`src/hw/rtl/assert_macros.svh`:
```
// Assertion macros shared by the RTL. Defining NO_ASSERTIONS turns every use into nothing.
`ifndef ASSERT_MACROS_SVH
`define ASSERT_MACROS_SVH
`ifndef NO_ASSERTIONS
// The consequent must hold in the same cycle as the antecedent.
`define ASSERT_IMP(lbl, ante, cons) \
    lbl: assert property (@(posedge clk) disable iff (!rst_n) (ante) |-> (cons)) \
        else $error("assertion failed");
// The consequent must hold in the cycle after the antecedent.
`define ASSERT_NXT(lbl, ante, cons) \
    lbl: assert property (@(posedge clk) disable iff (!rst_n) (ante) |=> (cons)) \
        else $error("assertion failed");
`else
`define ASSERT_IMP(lbl, ante, cons)
`define ASSERT_NXT(lbl, ante, cons)
`endif
`endif

```
`src/hw/rtl/satlru_ram.sv`:
```
module satlru_ram #(
    parameter int WIDTH = 8,
    parameter int DEPTH = 16
) (
    input  logic                                       clk,
    input  logic                                       we,
    input  logic [((DEPTH > 1) ? $clog2(DEPTH) : 1)-1:0] waddr,
    input  logic [WIDTH-1:0]                           wdata,
    input  logic [((DEPTH > 1) ? $clog2(DEPTH) : 1)-1:0] raddr,
    output logic [WIDTH-1:0]                           rdata
);

    logic [WIDTH-1:0] mem [DEPTH];

    // Single write port, single read port with registered read data.
    always_ff @(posedge clk)
    begin
        if (we)
        begin
            mem[waddr] <= wdata;
        end
        rdata <= mem[raddr];
    end

endmodule

```
`config.mk`:
```
export PLATFORM = sky130hd
export DESIGN_NAME = satlru_ram
export DESIGN_NICKNAME = d
export VERILOG_FILES = /design/src/hw/rtl/assert_macros.svh /design/src/hw/rtl/satlru_ram.sv
export SDC_FILE = /design/constraint.sdc
export NUM_CORES = 1
export LEC_CHECK = 0
export BUFFER_PORTS_ARGS = -buffer_cell sky130_fd_sc_hd__buf_2
export CORE_ASPECT_RATIO = 0.8
export CORE_MARGIN = 3
export CORE_UTILIZATION = 65
export CTS_BUF_LIST = sky130_fd_sc_hd__clkbuf_2 sky130_fd_sc_hd__clkbuf_4 sky130_fd_sc_hd__clkbuf_8
export DETAILED_ROUTE_END_ITERATION = 16
export MAX_ROUTING_LAYER = met4
export PLACE_DENSITY = 0.84
export SLEW_MARGIN = 10
export SYNTH_ARGS = -nofsm -noshare
export SYNTH_HDL_FRONTEND = slang
export SYNTH_SLANG_ARGS = --single-unit
```
`constraint.sdc`:
```
create_clock -name clk -period 3.9 [get_ports clk]
set_input_delay 0.585 -clock clk [delete_from_list [all_inputs] [get_ports clk]]
set_output_delay 0.585 -clock clk [all_outputs]
set_load 0.05 [all_outputs]
```
* Yosys cells after proc, flatten, opt, wreduce, memory -nomap -nowiden
Memories as Yosys holds them, arrays and structs flattened. A register that Yosys moved wholly into a read port is not among the register bits.
Cells that the tools add are included.
** Cells by class
- Multiplexer cells :: 2
** Operator list (number)
- $mux 1 :: 2
** Word-level totals
- Input port bits :: 18
- Memories kept :: 1
- Flip-flop bits (word level) :: 0
- Bits in writable memories :: 128
** Memory list
- mem :: depth 16, bits a word 8, read ports 1, clocked after memory_dff 1, write ports 1, RTL line satlru_ram.sv:13 : logic [WIDTH-1:0] mem [DEPTH];

* Depth between registers and ports, before layout
- Depth in word-level cells :: 2
- Gate-level depth with buffers :: 5
- Mapped depth without buffers :: 3

* Least setup slack after synthesis
OpenSTA, ideal clock, no wires.
- Kind :: input -> register
- From :: in waddr[2] (netlist name)
- To :: mem mem[0][0], enable pin
- Data required time :: 3517 ps
- Setup time :: 383 ps
- Data arrival time :: 1695 ps
- Buffers on the path :: 0
- Stages on the path :: 2
- Path slack :: 1822 ps
- Cell sequence :: or3b_2 -> nor3_1
** RTL lines
- start, declared :: RTL line satlru_ram.sv:7 : input logic [((DEPTH > 1) ? $clog2(DEPTH) : 1)-1:0] waddr,
- end, declared :: RTL line satlru_ram.sv:13
No word-level cell before the write port.

==> impl_metrics.toml <==
[status]
status = "complete, no violations"

[yosys]
async_flop_share = 0
synth.largest_area_cell = "edfxtp_1"
synth_common_cells = "edfxtp_1 (128), mux4_2 (18), a22oi_1 (16), mux4_1 (14), nor2_1 (13)"
synth.distinct_cells = 19
synth_warnings = 0
ys.flop_type = "edfxtp_1"
seq_area_frac_synth = 0.778
syn_nets = 247
synth_cells = 229
synth_top_area_share = 0.747
ys_top_cells_by_area = "edfxtp_1 (75%), mux4_2 (7.9%), mux4_1 (7.1%)"
synth-edff-count = 128
ys_seq_elements = 136
yosysMostFrequentCell = "edfxtp_1"
postSynthAreaPerCell_um2 = 22.5
syn_area_um2 = 5150

[timing]
finalCritPeriodShare = 0.532
fin_skew_ns = 0.00878
worst_pin_slew_ns = 1.02
finalSetupViolCount = 0
max_freq_mhz = 482
finalHoldViolations = 0
hold_ws_ns = 0.541
min_period_ns = 2.08
drv_slew = 0
relSlewSlack = 0.320
tns_ns = 0
rsz0062_at_grt = "no"

[power]
powerDensity_nw_per_um2 = 501
leakage_nw = 1.90
ir_drop_mv = 0.384
power_w = 0.00286

[cells_and_area]
nNetsFinal = 285
drive_above_1_share = 0.271
finish.utilization = 0.758
antennaDiodeCount = 0
design_area_um2 = 5710
syn_to_final_growth_pct = 11.0

[global_routing]
grt_pass1_vias = 2428
antenna_found_initial = 0
grt_max_degree = 33
grt_pass1_wl_um = 14300
gr-total-overflow = 0
grt_usage = 0.237

[drt]
wl_per_cell_um = 24.2
wirelength_um = 9300
first_iter_violations = 174
num_vias = 2394
firstDrtPassIters = 4
vias_per_cell = 6.22
drc = 0
postRouteAntennaNets = 0

[clock_tree]
clk_path_buf_depth = 2
cts_setup_buffers = 0
clk-insertion-delay-late_ns = 0.42
cts_made_buffers = 17
cts_tree = "built"
post_cts_resized = 0
cts.htree.levels = 4
clk_pin_slew_ns = 0.07
clock_sinks = 136
cts_hold_buf = 0
cts-root-buf = "clkbuf_8"

[die]
die_area_um2 = 9030
io_pins = 26
coreArea_um2 = 7530
initial_core_util = 0.683
die_x_um = 105
die_y_um = 85.6
rows = 28

[worst_hold_path]
hp-start = "wdata[5]"
hp-class = "in -> reg"
holdPathStages = 1

[worst_setup_path]
critPathKind = "in -> reg"
worstPathArrival_ns = 2.38
critPathLaunchType = "primary input"
cp-startpoint = "raddr[0]"
rr_startpoint = "mem[1][2]"
reg2reg_depth = 3
end_kind = "flip-flop"
worstPathMaxFanout = 18
critical_path_required_ns = 4.21

[placement]
place_area_um2 = 5350
gp_congestion = 0.761
dp_hpwl_um = 5720
port_buffers = 25

[run]
drv_cap = 0
## cells by family after synthesis
kind of cell / share of synthesized area
compound gates: 0.0233
simple gates: 0.0318
buf+inv: 0.0168
mux: 0.150
flops: 0.778
## through the flow
step	setup WS [ns]	instances
4_1_cts	1.72	385
5_1_grt	1.67	385
3_5_place_dp	1.24	353
3_3_place_gp	1.27	353
6_report	1.82	385
2_1_floorplan	1.82	229
## registers in the layout, indices dropped and copies added (netlist names)
signal  count
mem       128
rdata       8
## critical path: stages
cell and delay, ns:
buf_2 0.45, buf_4 0.39, mux4_1 0.60, a22oi_1 0.27, nand2_1 0.07
## cell usage in the layout (no fill, tap or decap), types with 5 or more instances in the layout
cell type / n
clkinv_2: 5
buf_2: 25
nand2_1: 9
nor2_1: 13
dfxtp_1: 8
mux4_1: 14
mux4_2: 18
clkinv_1: 5
clkbuf_8: 17
a22oi_1: 16
edfxtp_1: 128
## final timing paths
| check | endpoint | slack [ns] |
|---|---|---|
| setup / recovery | rdata[4] | 1.82 |
| setup reg to reg | rdata[2] | 2.50 |
| hold reg to reg | rdata[0] | 0.68 |
| hold / removal | mem[12][5] | 0.54 |
## area by class of cell
class / instances / area [um^2]
flip-flops and latches: 136 / 4000
fillers: 397 / 1820
multi-input cells: 83 / 1060
well taps: 105 / 131
clock inverters: 13 / 111
repair buffers: 29 / 155
clock buffers: 19 / 249
## layer usage
metal | wire length, um | vias up | GRT usage
met5 | 0 | - | -
met1 | 3860 | 1229 | 0.322
met2 | 4430 | 107 | 0.333
li1 | - | 1046 | -
met3 | 903 | 12 | 0.102
met4 | 102 | 0 | 0.0718
## where the power goes
group,total (W),internal [W],switching (W)
clock,0.00104,0.000564,0.000481
combinational,0.000173,0.0000594,0.000114
sequential,0.00164,0.00163,0.0000111
total,0.00286,0.00226,0.000606
Power figures use the tool's default switching activity.
