$ cat src/hw/rtl/assert_macros.svh
// Assertion macros shared by the RTL. Defining NO_ASSERTIONS turns every use into nothing.
`ifndef ASSERT_MACROS_SVH
`define ASSERT_MACROS_SVH
`ifndef NO_ASSERTIONS
// The consequent must hold in the same cycle as the antecedent.
`define ASSERT_IMP(lbl, ante, cons) \
    lbl: assert property (@(posedge clk) disable iff (!rst_n) (ante) |-> (cons)) \
        else $error("assertion failed");
// The consequent must hold in the cycle after the antecedent.
`define ASSERT_NXT(lbl, ante, cons) \
    lbl: assert property (@(posedge clk) disable iff (!rst_n) (ante) |=> (cons)) \
        else $error("assertion failed");
`else
`define ASSERT_IMP(lbl, ante, cons)
`define ASSERT_NXT(lbl, ante, cons)
`endif
`endif

$ cat src/hw/rtl/satlru_pkg.sv
package satlru_pkg;

    localparam int ADDR_W        = 48;
    localparam int SETS_W        = 7;
    localparam int WAYS_W        = 4;
    localparam int STAMP_W       = 64;
    localparam int FUNC_W        = 3;
    localparam int CFG_IDX_W     = 1;
    localparam int CFG_DATA_W    = 7;
    localparam int MOD_STEP_BITS = 4;

    localparam logic [FUNC_W-1:0] FUNC_ACCESS  = 3'd0;
    localparam logic [FUNC_W-1:0] FUNC_INSTALL = 3'd1;
    localparam logic [FUNC_W-1:0] FUNC_PROBE   = 3'd2;
    localparam logic [FUNC_W-1:0] FUNC_INVAL   = 3'd3;
    localparam logic [FUNC_W-1:0] FUNC_DIRTY   = 3'd4;

    localparam logic [CFG_IDX_W-1:0] CFG_SETS = 1'b0;
    localparam logic [CFG_IDX_W-1:0] CFG_WAYS = 1'b1;

    localparam logic [SETS_W-1:0] SETS_RESET = 7'd64;
    localparam logic [WAYS_W-1:0] WAYS_RESET = 4'd8;

    typedef struct packed {
        logic [FUNC_W-1:0] func;
        logic [ADDR_W-1:0] line_addr;
    } req_t;

    typedef struct packed {
        logic              found;
        logic              evict_dirty;
        logic [ADDR_W-1:0] evict_addr;
        logic              duplicate;
    } rsp_t;

    typedef struct packed {
        logic              start;
        logic [SETS_W-1:0] divisor;
    } mod_ctl_t;

    typedef struct packed {
        logic              done;
        logic [SETS_W-1:0] rem;
    } mod_stat_t;

endpackage

$ cat src/hw/rtl/satlru_mod.sv
module satlru_mod #(
    parameter int DIVIDEND_W = 48
) (
    input  logic                   clk,
    input  logic                   rst_n,
    input  satlru_pkg::mod_ctl_t   ctl,
    input  logic [DIVIDEND_W-1:0]  dividend,
    output satlru_pkg::mod_stat_t  stat
);

    import satlru_pkg::*;

    localparam int STEPS = (DIVIDEND_W + MOD_STEP_BITS - 1) / MOD_STEP_BITS;
    localparam int PAD_W = STEPS * MOD_STEP_BITS;
    localparam int CNT_W = (STEPS > 1) ? $clog2(STEPS) : 1;

    logic             run_reg;
    logic             done_reg;
    logic [CNT_W-1:0] cnt_reg;
    logic [PAD_W-1:0] shift_reg;
    logic [SETS_W-1:0] rem_reg;
    logic [SETS_W-1:0] div_reg;
    logic [SETS_W-1:0] rem_next;

    // Restoring remainder, MOD_STEP_BITS dividend bits per cycle, most significant first.
    always_comb
    begin
        logic [SETS_W:0] r;
        r = {1'b0, rem_reg};
        for (int k = 0; k < MOD_STEP_BITS; k++)
        begin
            r = {r[SETS_W-1:0], shift_reg[PAD_W-1-k]};
            if (r >= {1'b0, div_reg})
            begin
                r = r - {1'b0, div_reg};
            end
        end
        rem_next = r[SETS_W-1:0];
    end

    always_ff @(posedge clk or negedge rst_n)
    begin
        if (!rst_n)
        begin
            run_reg  <= 1'b0;
            done_reg <= 1'b0;
            cnt_reg  <= '0;
        end
        else
        begin
            done_reg <= 1'b0;
            if (ctl.start)
            begin
                run_reg <= 1'b1;
                cnt_reg <= CNT_W'(STEPS - 1);
            end
            else if (run_reg)
            begin
                if (cnt_reg == '0)
                begin
                    run_reg  <= 1'b0;
                    done_reg <= 1'b1;
                end
                else
                begin
                    cnt_reg <= cnt_reg - 1'b1;
                end
            end
        end
    end

    always_ff @(posedge clk)
    begin
        if (ctl.start)
        begin
            shift_reg <= PAD_W'(dividend);
            rem_reg   <= '0;
            div_reg   <= ctl.divisor;
        end
        else if (run_reg)
        begin
            shift_reg <= shift_reg << MOD_STEP_BITS;
            rem_reg   <= rem_next;
        end
    end

    assign stat.done = done_reg;
    assign stat.rem  = rem_reg;

endmodule
$ cat config.mk
export PLATFORM = sky130hd
export DESIGN_NAME = satlru_mod
export DESIGN_NICKNAME = d
export VERILOG_FILES = /design/src/hw/rtl/assert_macros.svh /design/src/hw/rtl/satlru_pkg.sv /design/src/hw/rtl/satlru_mod.sv
export SDC_FILE = /design/constraint.sdc
export NUM_CORES = 1
export LEC_CHECK = 0
export ABC_AREA = 1
export BUFFER_PORTS_ARGS = -buffer_cell sky130_fd_sc_hd__buf_2
export CORE_MARGIN = 2
export CORE_UTILIZATION = 54
export CTS_BUF_LIST = sky130_fd_sc_hd__clkbuf_4 sky130_fd_sc_hd__clkbuf_8
export DETAILED_ROUTE_END_ITERATION = 12
export PLACE_DENSITY_LB_ADDON = 0.08
export SYNTH_ARGS = -nofsm -noshare
export SYNTH_HDL_FRONTEND = slang
export SYNTH_SLANG_ARGS = --single-unit
$ cat constraint.sdc
create_clock -name clk -period 5.82 [get_ports clk]
set_input_delay 1.164 -clock clk [delete_from_list [all_inputs] [get_ports clk]]
set_output_delay 1.164 -clock clk [all_outputs]
set_load 0.02 [all_outputs]
======== After elaboration in Yosys (flattened, before gate mapping) ========
Cells that the tools add are included.
W data, S select, Z words.
cells by class
  eq/ne operators ......................... 1
  magnitude comparators ................... 4
  add/sub/neg operators ................... 5
  mux-type cells .......................... 15
  reduce and logical (&&, ||, !) cells .... 3
operators with widths
  kind                   count
  $mux W48               2
  $ge A8 B7 Y1           4
  $mux W7                4
  $sub A7 B7 Y7          4
  $mux W4                3
  $mux W1                6
  $logic_not A4 Y1       1
  $sub A4 B1 Y4 const B  1
  $ne A2 B2 Y1 const B   1
  $reduce_and A2 Y1      1
  $reduce_bool A2 Y1     1
word-level totals
  word-level logic and storage cells ...... 34
  output and inout bits ................... 8
  flip-flop bits (word level) ............. 68
  bits of input ports ..................... 58

======== Depth between registers and ports, before layout ========
Gate-level depths: netlist (run 1).
  depth after elaboration ................. 8
  mapped depth ............................ 49
  depth with buffers taken out ............ 48

======== Worst setup path after synthesis (run 1) ========
No wires, ideal clock.
  kind .................................... register to register
  start ................................... register shift_reg[47]
  end ..................................... register rem_reg[1]
  setup time .............................. 0.059 ns
  path buffers ............................ 1
  data required time ...................... 5.761 ns
  stages on the path, launching flop included .. 50
  path slack .............................. 0.172 ns
  data arrival time ....................... 5.589 ns
  clock period less this slack ............ 5.648 ns
  cell sequence ........................... edfxtp_1 -> inv_1 -> ha_1 -> inv_1 -> fa_1 -> nand2_1 -> nand2_2 -> nand2_2 -> nand2_2 -> nand2_2 -> nand2_4 -> nand2_1 -> nand2_1 -> inv_1 -> ha_1 -> buf_2 -> nand2_1 -> nand2_1 -> [... 14 more ...] -> nand2_1 -> inv_1 -> nand3_4 -> nand2_1 -> nand2_1 -> inv_1 -> fa_1 -> nand3_1 -> nand2_1 -> a21oi_1 -> o21bai_1 -> nand2_1 -> nand3_1 -> inv_1 -> nand3_4 -> nand2_1 -> nand3_1 -> nand2_1
on the way
  cells in the longest elaborated chain, start to end .. 8
  elaborated cells on any way between the ends .. 12
  those cells by class .................... add/sub: 4; order compare: 4; mux: 4
ends and longest elaborated chain
  item                                           line                                RTL
  start: declaration                             satlru_mod.sv:20                    logic [PAD_W-1:0] shift_reg;
  start signal: assignment                       satlru_mod.sv:76                    shift_reg <= PAD_W'(dividend);
  start signal: assignment                       satlru_mod.sv:82                    shift_reg <= shift_reg << MOD_STEP_BITS;
  $sub A7 B7 Y7 or $ge A8 B7 Y1 (tied branches)  satlru_mod.sv:35, satlru_mod.sv:33
  $mux W7 *                                      satlru_mod.sv:33                    if (r >= {1'b0, div_reg})
  $sub A7 B7 Y7 or $ge A8 B7 Y1 (tied branches)  satlru_mod.sv:35, satlru_mod.sv:33
  $mux W7 *                                      satlru_mod.sv:33
  $ge A8 B7 Y1 or $sub A7 B7 Y7 (tied branches)  satlru_mod.sv:33, satlru_mod.sv:35
  $mux W7 *                                      satlru_mod.sv:33
  $sub A7 B7 Y7 or $ge A8 B7 Y1 (tied branches)  satlru_mod.sv:35, satlru_mod.sv:33
  $mux W7 *                                      satlru_mod.sv:33
  end signal: assignment                         satlru_mod.sv:83                    rem_reg <= rem_next;
  end: declaration                               satlru_mod.sv:21                    logic [SETS_W-1:0] rem_reg;
Every way passes the cells marked *; elsewhere a longest branch is shown, timed or not.
A chain may end at the register's enable or synchronous reset.

======== Final worst setup path (run 1) ========
Ends and elaborated chain as after synthesis.

==> results of run 1 <==
area by class of cell:
| cell class | count | area share [%] |
|---|---|---|
| multi-input combinational | 393 | 43.63 |
| sequential | 68 | 32.48 |
| timing repair buffer | 133 | 14.10 |
| inverter | 68 | 4.269 |
| tap | 105 | 2.197 |
| clock buffer | 9 | 2.072 |
| clock inverter | 7 | 1.255 |
through the flow:
stage               TNS, ns  hold WS, ns  util, %  setup WS (ns)  std cells
floorplan                 0       0.4874        -         0.1718        541
global placement          0       0.4899    64.87        0.03147        753
detailed placement   -1.283       0.4999    64.87        -0.2091        753
CTS                       0       0.5140    67.85        0.04186        769
global route        -0.9529       0.5339    73.51        -0.1678        783
finish                    0       0.5126    73.51         0.1118        783
tightest hold or removal path: stages (launching register included):
cell                       delay, ns
sky130_fd_sc_hd__edfxtp_1       0.32
sky130_fd_sc_hd__nand2_1        0.05
sky130_fd_sc_hd__nand2_1        0.04
what timing repair did:
action | 4_1_cts | 5_1_grt
gates resized for setup | 10 | 86
pin swaps | 0 | 40
setup endpoints to repair | 7 | 7
setup buffers | 0 | 14
hold endpoints to repair | 0 | 0
per-layer routing:
| layer | part of all wire, % | wire [µm] |
|---|---|---|
| met2 | 50 | 5682 |
| met4 | 3.1 | 351 |
| met3 | 4.3 | 484 |
| met5 | 0 | 0 |
| met1 | 42 | 4776 |
Yosys cell counts, types with 4 or more instances:
master                     instances  area (µm²)
sky130_fd_sc_hd__clkbuf_1          9       33.78
sky130_fd_sc_hd__nand3_4           6       105.1
sky130_fd_sc_hd__a21oi_1          15       75.07
sky130_fd_sc_hd__edfxtp_1         55        1652
sky130_fd_sc_hd__nor2_1           12       45.04
sky130_fd_sc_hd__nand2_2           7       43.79
sky130_fd_sc_hd__dfrtp_1           6       150.1
sky130_fd_sc_hd__xor2_1           12       105.1
sky130_fd_sc_hd__nor3_1            5       25.02
sky130_fd_sc_hd__nand2_1         227       852.1
sky130_fd_sc_hd__nand3b_1          4       30.03
sky130_fd_sc_hd__ha_1             30       375.4
sky130_fd_sc_hd__nand3_1          37       185.2
sky130_fd_sc_hd__fa_1              4       80.08
sky130_fd_sc_hd__o21ai_0           5       25.02
sky130_fd_sc_hd__inv_1            66       247.7
sky130_fd_sc_hd__xnor2_1           6       52.55
sky130_fd_sc_hd__nand4_1           7       43.79
sky130_fd_sc_hd__dfxtp_1           7       140.1
logic make-up after synthesis:
family	share of synthesized area [%]
xor gates and xnor gates	3.530
adders and majority gates	10.20
AOI/OAI and AO/OA	4.175
buffers and inverters	6.865
and+or+nand+nor	31.75
DFF	43.49
worst min-delay path by stage:
stage	from	end
after floorplan	shift_reg[6]	shift_reg[10]
after detailed placement	shift_reg[7]	shift_reg[11]
final	shift_reg[7]	shift_reg[11]
after global placement	shift_reg[38]	shift_reg[42]
after global routing	shift_reg[7]	shift_reg[11]
after CTS	shift_reg[7]	shift_reg[11]
cell usage in the layout, fill, tap and decap left out, types with 9 or more instances in the layout:
cell / netlist / layout
sky130_fd_sc_hd__edfxtp_1: 55 / 55
sky130_fd_sc_hd__xor2_1: 12 / 12
sky130_fd_sc_hd__buf_4: 1 / 66
sky130_fd_sc_hd__nand3_1: 37 / 21
sky130_fd_sc_hd__ha_4: 0 / 12
sky130_fd_sc_hd__a21oi_1: 15 / 9
sky130_fd_sc_hd__nand2_2: 7 / 31
sky130_fd_sc_hd__clkbuf_8: 0 / 9
sky130_fd_sc_hd__ha_1: 30 / 18
sky130_fd_sc_hd__nand2_1: 227 / 198
sky130_fd_sc_hd__buf_2: 2 / 65
sky130_fd_sc_hd__inv_2: 2 / 16
sky130_fd_sc_hd__inv_1: 66 / 52
sky130_fd_sc_hd__nor2_1: 12 / 11
sky130_fd_sc_hd__nand3_2: 1 / 16
==> load_flow_metrics.sql, run 1 <==
INSERT INTO impl_metrics (metric_group, metric, value, unit) VALUES
('sta', 'max_slew_margin', '33.04', '%'),
('clock_network', 'htreeDepth', '3', ''),
('logic_synthesis', 'synth_top_flop_cell', 'sky130_fd_sc_hd__edfxtp_1', ''),
('global_route', 'first_global_vias', '3669', ''),
('sta', 'period_needed', '5.708', 'ns'),
('worst_setup_path', 'critical_path.startpoint', 'shift_reg[47]', ''),
('clock_network', 'clkTransAtPathRegs', '0.08', 'ns'),
('sta', 'hold_violations', '0', ''),
('final_layout', 'diodes', '0', ''),
('global_route', 'globalRouteTotalUtil', '24.12', '%'),
('logic_synthesis', 'mappedNetlistArea', '0.004466', 'mm²'),
('logic_synthesis', 'synth_cell_types', '33', ''),
('die', 'die_height', '94.94', 'µm'),
('die', 'std_cell_rows', '33', ''),
('final_layout', 'stdcell_area', '0.005979', 'mm²'),
('drt', 'routed_wirelength', '11300', 'µm'),
('placement', 'place_congestion', '0.9625', ''),
('worst_setup_path', 'critPathArrivalTime', '5.94', 'ns'),
('sta', 'timing.final.max_slew_violations', '0', ''),
('die', 'design.portCount', '66', ''),
('clock_network', 'cts_root_buffer', 'sky130_fd_sc_hd__clkbuf_8', ''),
('outcome', 'outcome', 'finished clean', ''),
('drt', 'detail_route.drc_violations', '0', ''),
('clock_network', 'hold_buffers', '0', ''),
('worst_setup_path', 'critPathLaunchType', 'flip-flop', ''),
('min_path', 'hp-class', 'flip-flop to flip-flop', ''),
('worst_setup_path', 'worstPathRequired', '6.05', 'ns'),
('drt', 'num_vias', '4075', ''),
('min_path', 'holdPathStages', '2', ''),
('worst_setup_path', 'worstReg2RegStart', 'shift_reg[47]', ''),
('worst_setup_path', 'crit_cells', '43', ''),
('final_layout', 'areaGrowthSynthToFinish', '33.90', '%'),
('drt', 'detailedRoute.firstPassIterationCount', '5', ''),
('die', 'die_outline_area', '0.009013', 'mm²'),
('clock_network', 'cts-root-to-sink-buffers', '2', ''),
('placement', 'placement.io_buffers', '65', ''),
('global_route', 'globalRouteOverflowTotal', '0', ''),
('clock_network', 'clock_insertion_delay_worst_skew', '0.34', 'ns'),
('drt', 'via_per_inst', '5.204', ''),
('die', 'core_area', '0.008134', 'mm²'),
('worst_setup_path', 'worstReg2RegEnd', 'rem_reg[1]', ''),
('global_route', 'grt_busiest_layer', 'met2', ''),
('clock_network', 'clock_sinks', '68', ''),
('final_layout', 'multi_input_comb_area', '0.002609', 'mm²'),
('drt', 'ant_nets', '0', ''),
('final_layout', 'num-fill-cells', '593', ''),
('logic_synthesis', 'synthArstFlopShare', '8.824', '%'),
('sta', 'post-route-period-util', '98.08', '%'),
('global_route', 'antenna_found_initial', '0', ''),
('worst_setup_path', 'crit_path_max_fanout', '8', ''),
('placement', 'post_dp_hpwl', '7871', 'µm'),
('worst_setup_path', 'worst_path_most_repeated_cell', 'sky130_fd_sc_hd__nand2_1', ''),
('sta', 'timing.clock.skew', '0.01012', 'ns'),
('flow_run', 'cap_violations', '0', ''),
('sta', 'max_clock_freq', '175.2', 'MHz'),
('global_route', 'grt_util_met3', '3.911', '%'),
('die', 'die_width', '94.94', 'µm'),
('logic_synthesis', 'postSynthAreaPerCell', '8.254', 'µm²'),
('worst_setup_path', 'critPathMaxStageDelay', '0.42', 'ns'),
('worst_setup_path', 'critical_path.endpoint', 'rem_reg[1]', ''),
('drt', 'avgRoutedWirePerCell', '14.43', 'µm'),
('worst_setup_path', 'critPathTopFamily', 'simple AND/OR/NAND/NOR gates', ''),
('global_route', 'gr-usage-met2', '40.13', '%'),
('worst_setup_path', 'r2r_cells', '43', ''),
('global_route', 'grt_start_max_net_pins', '49', ''),
('worst_setup_path', 'path_buf_inv', '6', ''),
('worst_setup_path', 'setup_crit_path_kind', 'flip-flop to flip-flop', ''),
('final_layout', 'max_reg_flops', '48', ''),
('logic_synthesis', 'synth_seq_area_share', '43.49', '%'),
('global_route', 'grtUsageMet1', '31.54', '%'),
('worst_setup_path', 'cpMaxStageDelayCell', 'sky130_fd_sc_hd__fa_2', '');
Power of run 1 is left out: the tool's default activity adds up to more than one toggle a clock period on the data nets, which glitch-free logic cannot reach.
==> inputs of run 2 (changes only) <==
--- a/config.mk
+++ b/config.mk
@@ -12,6 +12,7 @@
 export CTS_BUF_LIST = sky130_fd_sc_hd__clkbuf_4 sky130_fd_sc_hd__clkbuf_8
 export DETAILED_ROUTE_END_ITERATION = 12
 export PLACE_DENSITY_LB_ADDON = 0.08
+export RECOVER_POWER = 100
 export SYNTH_ARGS = -nofsm -noshare
 export SYNTH_HDL_FRONTEND = slang
 export SYNTH_SLANG_ARGS = --single-unit
==> constraint.sdc (replaced) <==
create_clock -name clk -period 5.1 [get_ports clk]
set_input_delay 1.02 -clock clk [delete_from_list [all_inputs] [get_ports clk]]
set_output_delay 1.02 -clock clk [all_outputs]
set_load 0.02 [all_outputs]
==> load_flow_metrics.sql, run 2 (synthesis results as in run 1) <==
INSERT INTO impl_metrics (metric_group, metric, value, unit) VALUES
('sta', 'max_clock_freq', '181.6', 'MHz'),
('clock_network', 'htreeDepth', '3', ''),
('placement', 'numPlacedInstances', '779', ''),
('global_route', 'grt_start_max_net_pins', '49', ''),
('final_layout', 'multi_input_comb_area', '0.002666', 'mm²'),
('sta', 'report.final.setup_viol', '7', ''),
('clock_network', 'clock_sinks', '68', ''),
('die', 'core_area', '0.008134', 'mm²'),
('sta', 'worst_pin_slew', '0.9949', 'ns'),
('outcome', 'outcome', 'complete, but fails checks', ''),
('worst_setup_path', 'crit_path_max_fanout', '7', ''),
('placement', 'placement.io_buffers', '65', ''),
('clock_network', 'hold_buffers', '0', ''),
('final_layout', 'diodes', '0', ''),
('final_layout', 'layout_commonest_cell', 'sky130_fd_sc_hd__nand2_1', ''),
('sta', 'period_needed', '5.505', 'ns'),
('worst_setup_path', 'critPathLaunchType', 'flip-flop', ''),
('final_layout', 'layout.area.seq', '0.001942', 'mm²'),
('die', 'die_width', '94.94', 'µm'),
('sta', 'finalWorstSetupSlack', '-0.4052', 'ns'),
('worst_setup_path', 'critPathMaxStageDelay', '0.40', 'ns'),
('global_route', 'gr-usage-met2', '51.60', '%'),
('placement', 'place_congestion', '1.004', ''),
('outcome', 'failing_checks', 'setup timing', ''),
('global_route', 'antenna_found_initial', '0', ''),
('final_layout', 'areaGrowthSynthToFinish', '44.16', '%'),
('final_layout', 'final_layout_size_suffix_gt1_share', '42.54', '%'),
('sta', 'timing.final.max_slew_violations', '0', ''),
('die', 'std_cell_rows', '33', ''),
('drt', 'first_iter_violations', '218', ''),
('drt', 'detailedRoute.firstPassIterationCount', '5', ''),
('drt', 'avgRoutedWirePerCell', '14.98', 'µm'),
('clock_network', 'cts_root_buffer', 'sky130_fd_sc_hd__clkbuf_8', ''),
('worst_setup_path', 'setup_crit_path_kind', 'flip-flop to flip-flop', ''),
('die', 'design.portCount', '66', ''),
('sta', 'timing.clock.skew', '0.008774', 'ns'),
('global_route', 'globalRouteOverflowTotal', '0', ''),
('worst_setup_path', 'cpMaxStageDelayCell', 'sky130_fd_sc_hd__edfxtp_1', ''),
('global_route', 'grt_util_met3', '3.990', '%'),
('drt', 'num_vias', '4223', ''),
('global_route', 'globalRouteTotalUtil', '27.71', '%'),
('sta', 'max_slew_margin', '33.57', '%'),
('sta', 'unrepaired_setup_endpoints_after_global_routing', 'yes', ''),
('flow_run', 'cap_violations', '0', ''),
('global_route', 'grtUsageMet1', '31.46', '%'),
('clock_network', 'cts-root-to-sink-buffers', '2', ''),
('final_layout', 'max_reg_flops', '48', ''),
('die', 'die_height', '94.94', 'µm'),
('global_route', 'first_global_vias', '4088', ''),
('drt', 'via_per_inst', '5.094', ''),
('final_layout', 'mostFrequentLayoutCells', 'sky130_fd_sc_hd__nand2_1, sky130_fd_sc_hd__buf_4, sky130_fd_sc_hd__edfxtp_1, sky130_fd_sc_hd__buf_2, sky130_fd_sc_hd__inv_1', ''),
('final_layout', 'num-fill-cells', '517', ''),
('drt', 'detail_route.drc_violations', '0', ''),
('sta', 'post-route-period-util', '107.9', '%'),
('worst_setup_path', 'crit_path_end_kind', 'flip-flop', ''),
('die', 'start_util', '54.90', '%'),
('clock_network', 'clock_insertion_delay_worst_skew', '0.34', 'ns'),
('placement', 'post_dp_hpwl', '8325', 'µm'),
('worst_setup_path', 'critPathArrivalTime', '5.74', 'ns'),
('final_layout', 'post_layout_cell_count', '829', ''),
('global_route', 'grt_first_pass_wirelength', '18890', 'µm'),
('drt', 'ant_nets', '0', ''),
('final_layout', 'final_net_count', '811', ''),
('clock_network', 'clkTransAtPathRegs', '0.08', 'ns'),
('min_path', 'hp-class', 'flip-flop to flip-flop', ''),
('sta', 'hold_violations', '0', ''),
('clock_network', 'tritoncts', 'yes', ''),
('drt', 'routed_wirelength', '12420', 'µm'),
('worst_setup_path', 'worstPathRequired', '5.33', 'ns'),
('die', 'die_outline_area', '0.009013', 'mm²'),
('worst_setup_path', 'worst_path_most_repeated_cell', 'sky130_fd_sc_hd__nand2_2', ''),
('global_route', 'grt_busiest_layer', 'met2', ''),
('clock_network', 'tritoncts.num_buffers', '9', '');
## run 2: cell types whose count changed in the layout (fill, tap and decap cells not counted), sizes merged
cell,delta
bufinv,+3
clkinv,-4
buf,+35
clkbuf,+11
inv,+1
## run 2: layer usage
| layer | routed length, µm | vias up |
|---|---|---|
| met3 | 491 | 24 |
| met2 | 6670 | 121 |
| met4 | 307 | 0 |
| met1 | 4948 | 1978 |
| met5 | 0 | - |
| li1 | - | 2100 |
## run 2: worst paths after layout
kind | cells after the start | startpoint | end | slack (ns)
setup / recovery | 43 | shift_reg[47] | rem_reg[5] | -0.41
hold / removal | 2 | shift_reg[27] | shift_reg[31] | 0.51
setup reg to reg | 43 | shift_reg[47] | rem_reg[5] | -0.41
hold reg to reg | 2 | shift_reg[27] | shift_reg[31] | 0.51
max in group asynchronous | 1 | rst_n | run_reg | 4.31
min in group asynchronous | 1 | rst_n | cnt_reg[0] | 0.54
## run 2: timing repair
item | in CTS | in global routing
pin swaps | 41 | 38
setup endpoints to repair | 7 | 7
gates resized for setup | 39 | 40
setup buffers | 32 | 2
gates cloned | 0 | 0
## run 2: cell type report
cell class | count | share of cell area [%]
well taps | 105 | 2.041
repair buffers | 179 | 18.21
flip-flops and latches | 68 | 30.17
inverters | 68 | 3.965
clock buffers | 9 | 1.924
multi-input cells | 393 | 41.42
clock inverters | 7 | 2.274
## run 2: metrics by stage
| step | setup TNS (ns) | hold slack [ns] | instance area, µm² | utilization (%) | setup slack, ns |
|---|---|---|---|---|---|
| after global routing | -4.652 | 0.5254 | 6437 | 79.14 | -0.6921 |
| after CTS | -1.664 | 0.4832 | 6275 | 77.14 | -0.2779 |
| after floorplan | -0.3582 | 0.4874 | 4601 | - | -0.05994 |
| after global placement | -2.070 | 0.4913 | 5600 | 68.85 | -0.3041 |
| final | -2.634 | 0.5123 | 6437 | 79.14 | -0.4052 |
| after detailed placement | -3.074 | 0.4992 | 5600 | 68.85 | -0.4557 |
## run 2: critical path: cells and delay by family (launching register included)
kind / cells / cell delay [ns]
and+or+nand+nor: 27 / 2.55
adders and majority gates: 5 / 1.32
AOI/OAI and AO/OA: 5 / 0.76
DFF: 1 / 0.40
buffers and inverters: 6 / 0.38
Power of run 2 is left out for the same reason.
==> inputs of run 3 (changes only) <==
--- a/config.mk
+++ b/config.mk
@@ -7,6 +7,7 @@
 export LEC_CHECK = 0
 export ABC_AREA = 1
 export BUFFER_PORTS_ARGS = -buffer_cell sky130_fd_sc_hd__buf_2
+export CORE_ASPECT_RATIO = 0.75
 export CORE_MARGIN = 2
 export CORE_UTILIZATION = 54
 export CTS_BUF_LIST = sky130_fd_sc_hd__clkbuf_4 sky130_fd_sc_hd__clkbuf_8
==> load_flow_metrics.sql, run 3 (synthesis results as in run 1) <==
INSERT INTO impl_metrics (metric_group, metric, value, unit) VALUES
('outcome', 'outcome', 'complete, but fails checks', ''),
('outcome', 'failing_checks', 'setup timing', ''),
('drt', 'num_vias', '4243', ''),
('worst_setup_path', 'crit_path_max_fanout', '8', ''),
('sta', 'hold_violations', '0', ''),
('sta', 'max_slew_margin', '33.05', '%'),
('global_route', 'globalRouteOverflowTotal', '0', ''),
('drt', 'avgRoutedWirePerCell', '15.32', 'µm'),
('worst_setup_path', 'worst_path_most_repeated_cell', 'sky130_fd_sc_hd__nand2_2', ''),
('min_path', 'hp-class', 'flip-flop to flip-flop', ''),
('clock_network', 'htreeDepth', '3', ''),
('die', 'std_cell_rows', '28', ''),
('global_route', 'grt_first_pass_wirelength', '19140', 'µm'),
('die', 'die_outline_area', '0.009021', 'mm²'),
('worst_setup_path', 'setup_crit_path_kind', 'flip-flop to flip-flop', ''),
('global_route', 'first_global_vias', '4042', ''),
('global_route', 'grt_start_max_net_pins', '56', ''),
('final_layout', 'max_reg_flops', '48', ''),
('worst_setup_path', 'critPathLaunchType', 'flip-flop', ''),
('placement', 'place_congestion', '0.9720', ''),
('final_layout', 'mostFrequentLayoutCells', 'sky130_fd_sc_hd__nand2_1, sky130_fd_sc_hd__buf_4, sky130_fd_sc_hd__buf_2', ''),
('sta', 'period_needed', '5.580', 'ns'),
('clock_network', 'tritoncts.num_buffers', '9', ''),
('final_layout', 'num-fill-cells', '519', ''),
('final_layout', 'layout_commonest_cell', 'sky130_fd_sc_hd__nand2_1', ''),
('sta', 'unrepaired_setup_endpoints_after_global_routing', 'yes', ''),
('clock_network', 'cts_root_buffer', 'sky130_fd_sc_hd__clkbuf_8', ''),
('final_layout', 'areaGrowthSynthToFinish', '40.99', '%'),
('final_layout', 'layout.area.seq', '0.001942', 'mm²'),
('die', 'start_util', '56.15', '%'),
('final_layout', 'post_layout_cell_count', '825', ''),
('drt', 'detailedRoute.firstPassIterationCount', '6', ''),
('sta', 'post-route-period-util', '109.4', '%'),
('flow_run', 'cap_violations', '0', ''),
('sta', 'finalWorstSetupSlack', '-0.4800', 'ns'),
('drt', 'ant_nets', '0', ''),
('worst_setup_path', 'crit_path_end_kind', 'flip-flop', ''),
('die', 'core_area', '0.007953', 'mm²'),
('sta', 'report.final.setup_viol', '7', ''),
('sta', 'timing.final.max_slew_violations', '0', ''),
('clock_network', 'clock_sinks', '68', ''),
('drt', 'routed_wirelength', '12640', 'µm'),
('final_layout', 'diodes', '0', ''),
('final_layout', 'final_net_count', '807', ''),
('placement', 'numPlacedInstances', '781', ''),
('drt', 'first_iter_violations', '330', ''),
('drt', 'via_per_inst', '5.143', ''),
('placement', 'post_dp_hpwl', '8860', 'µm'),
('final_layout', 'multi_input_comb_area', '0.002623', 'mm²'),
('drt', 'detail_route.drc_violations', '0', ''),
('worst_setup_path', 'worstPathRequired', '5.33', 'ns'),
('global_route', 'antenna_found_initial', '0', ''),
('clock_network', 'cts-root-to-sink-buffers', '2', ''),
('worst_setup_path', 'critPathMaxStageDelay', '0.39', 'ns'),
('clock_network', 'tritoncts', 'yes', ''),
('die', 'design.portCount', '66', ''),
('sta', 'worst_pin_slew', '1.003', 'ns'),
('sta', 'max_clock_freq', '179.2', 'MHz'),
('die', 'die_height', '82.76', 'µm'),
('die', 'die_width', '109.0', 'µm'),
('clock_network', 'clock_insertion_delay_worst_skew', '0.35', 'ns'),
('final_layout', 'final_layout_size_suffix_gt1_share', '41.81', '%'),
('global_route', 'globalRouteTotalUtil', '28.65', '%'),
('worst_setup_path', 'critPathArrivalTime', '5.81', 'ns'),
('placement', 'placement.io_buffers', '65', ''),
('clock_network', 'clkTransAtPathRegs', '0.07', 'ns'),
('worst_setup_path', 'cpMaxStageDelayCell', 'sky130_fd_sc_hd__edfxtp_1', ''),
('sta', 'timing.clock.skew', '0.01447', 'ns');
run 3: worst paths after layout:
kind	slack, ns	start	endpoint	cells after the start
worst max-delay path	-0.48	shift_reg[47]	rem_reg[4]	43
min in group asynchronous	0.53	rst_n	cnt_reg[0]	1
max in group asynchronous	4.32	rst_n	cnt_reg[1]	1
worst min register to register	0.49	rem_reg[6]	rem_reg[6]	2
worst min-delay path	0.49	rem_reg[6]	rem_reg[6]	2
worst max register to register	-0.48	shift_reg[47]	rem_reg[4]	43
run 3: final cells by class:
cell class / count / area share [%]
Inverter: 68 / 4.094
Timing Repair Buffer: 175 / 18.24
Tap cell: 105 / 2.087
Clock inverter: 1 / 0.09936
Multi-Input combinational cell: 393 / 41.65
Sequential cell: 68 / 30.84
Clock buffer: 15 / 2.981
run 3: metal layers:
layer / routed length (µm) / global-route usage [%] / share of wire [%]
met1: 5839 / 39.41 / 46
met5: 0 / 0 / 0
met4: 193 / 7.949 / 1.5
met2: 5723 / 44.47 / 45
met3: 878 / 8.163 / 6.9
run 3: repair_timing:
item | in CTS | in global routing
setup buffers | 17 | 11
gates cloned | 0 | 0
hold endpoints to repair | 0 | 0
resized for setup | 34 | 34
endpoints found under the setup margin | 7 | 7
pin swaps | 22 | 40
hold buffers | 0 | 0
run 3: critical path, delay by kind of cell (launching register included):
kind,cells,cell delay [ns]
buf+inv,6,0.47
flops,1,0.39
compound gates,8,1.17
fa+ha+maj,5,1.27
simple gates,24,2.17
run 3: per-stage QoR:
stage	utilization, %	setup WS (ns)	setup TNS, ns	hold slack [ns]	instance area (µm²)
6_report	79.17	-0.4800	-3.166	0.4945	6296
2_1_floorplan	-	-0.05994	-0.3582	0.4874	4601
4_1_cts	76.59	-0.2742	-1.767	0.4669	6091
3_5_place_dp	70.61	-0.4815	-3.044	0.4889	5615
5_1_grt	79.17	-0.7936	-5.468	0.5171	6296
3_3_place_gp	70.61	-0.2920	-1.770	0.4774	5615
Power of run 3 is left out for the same reason.
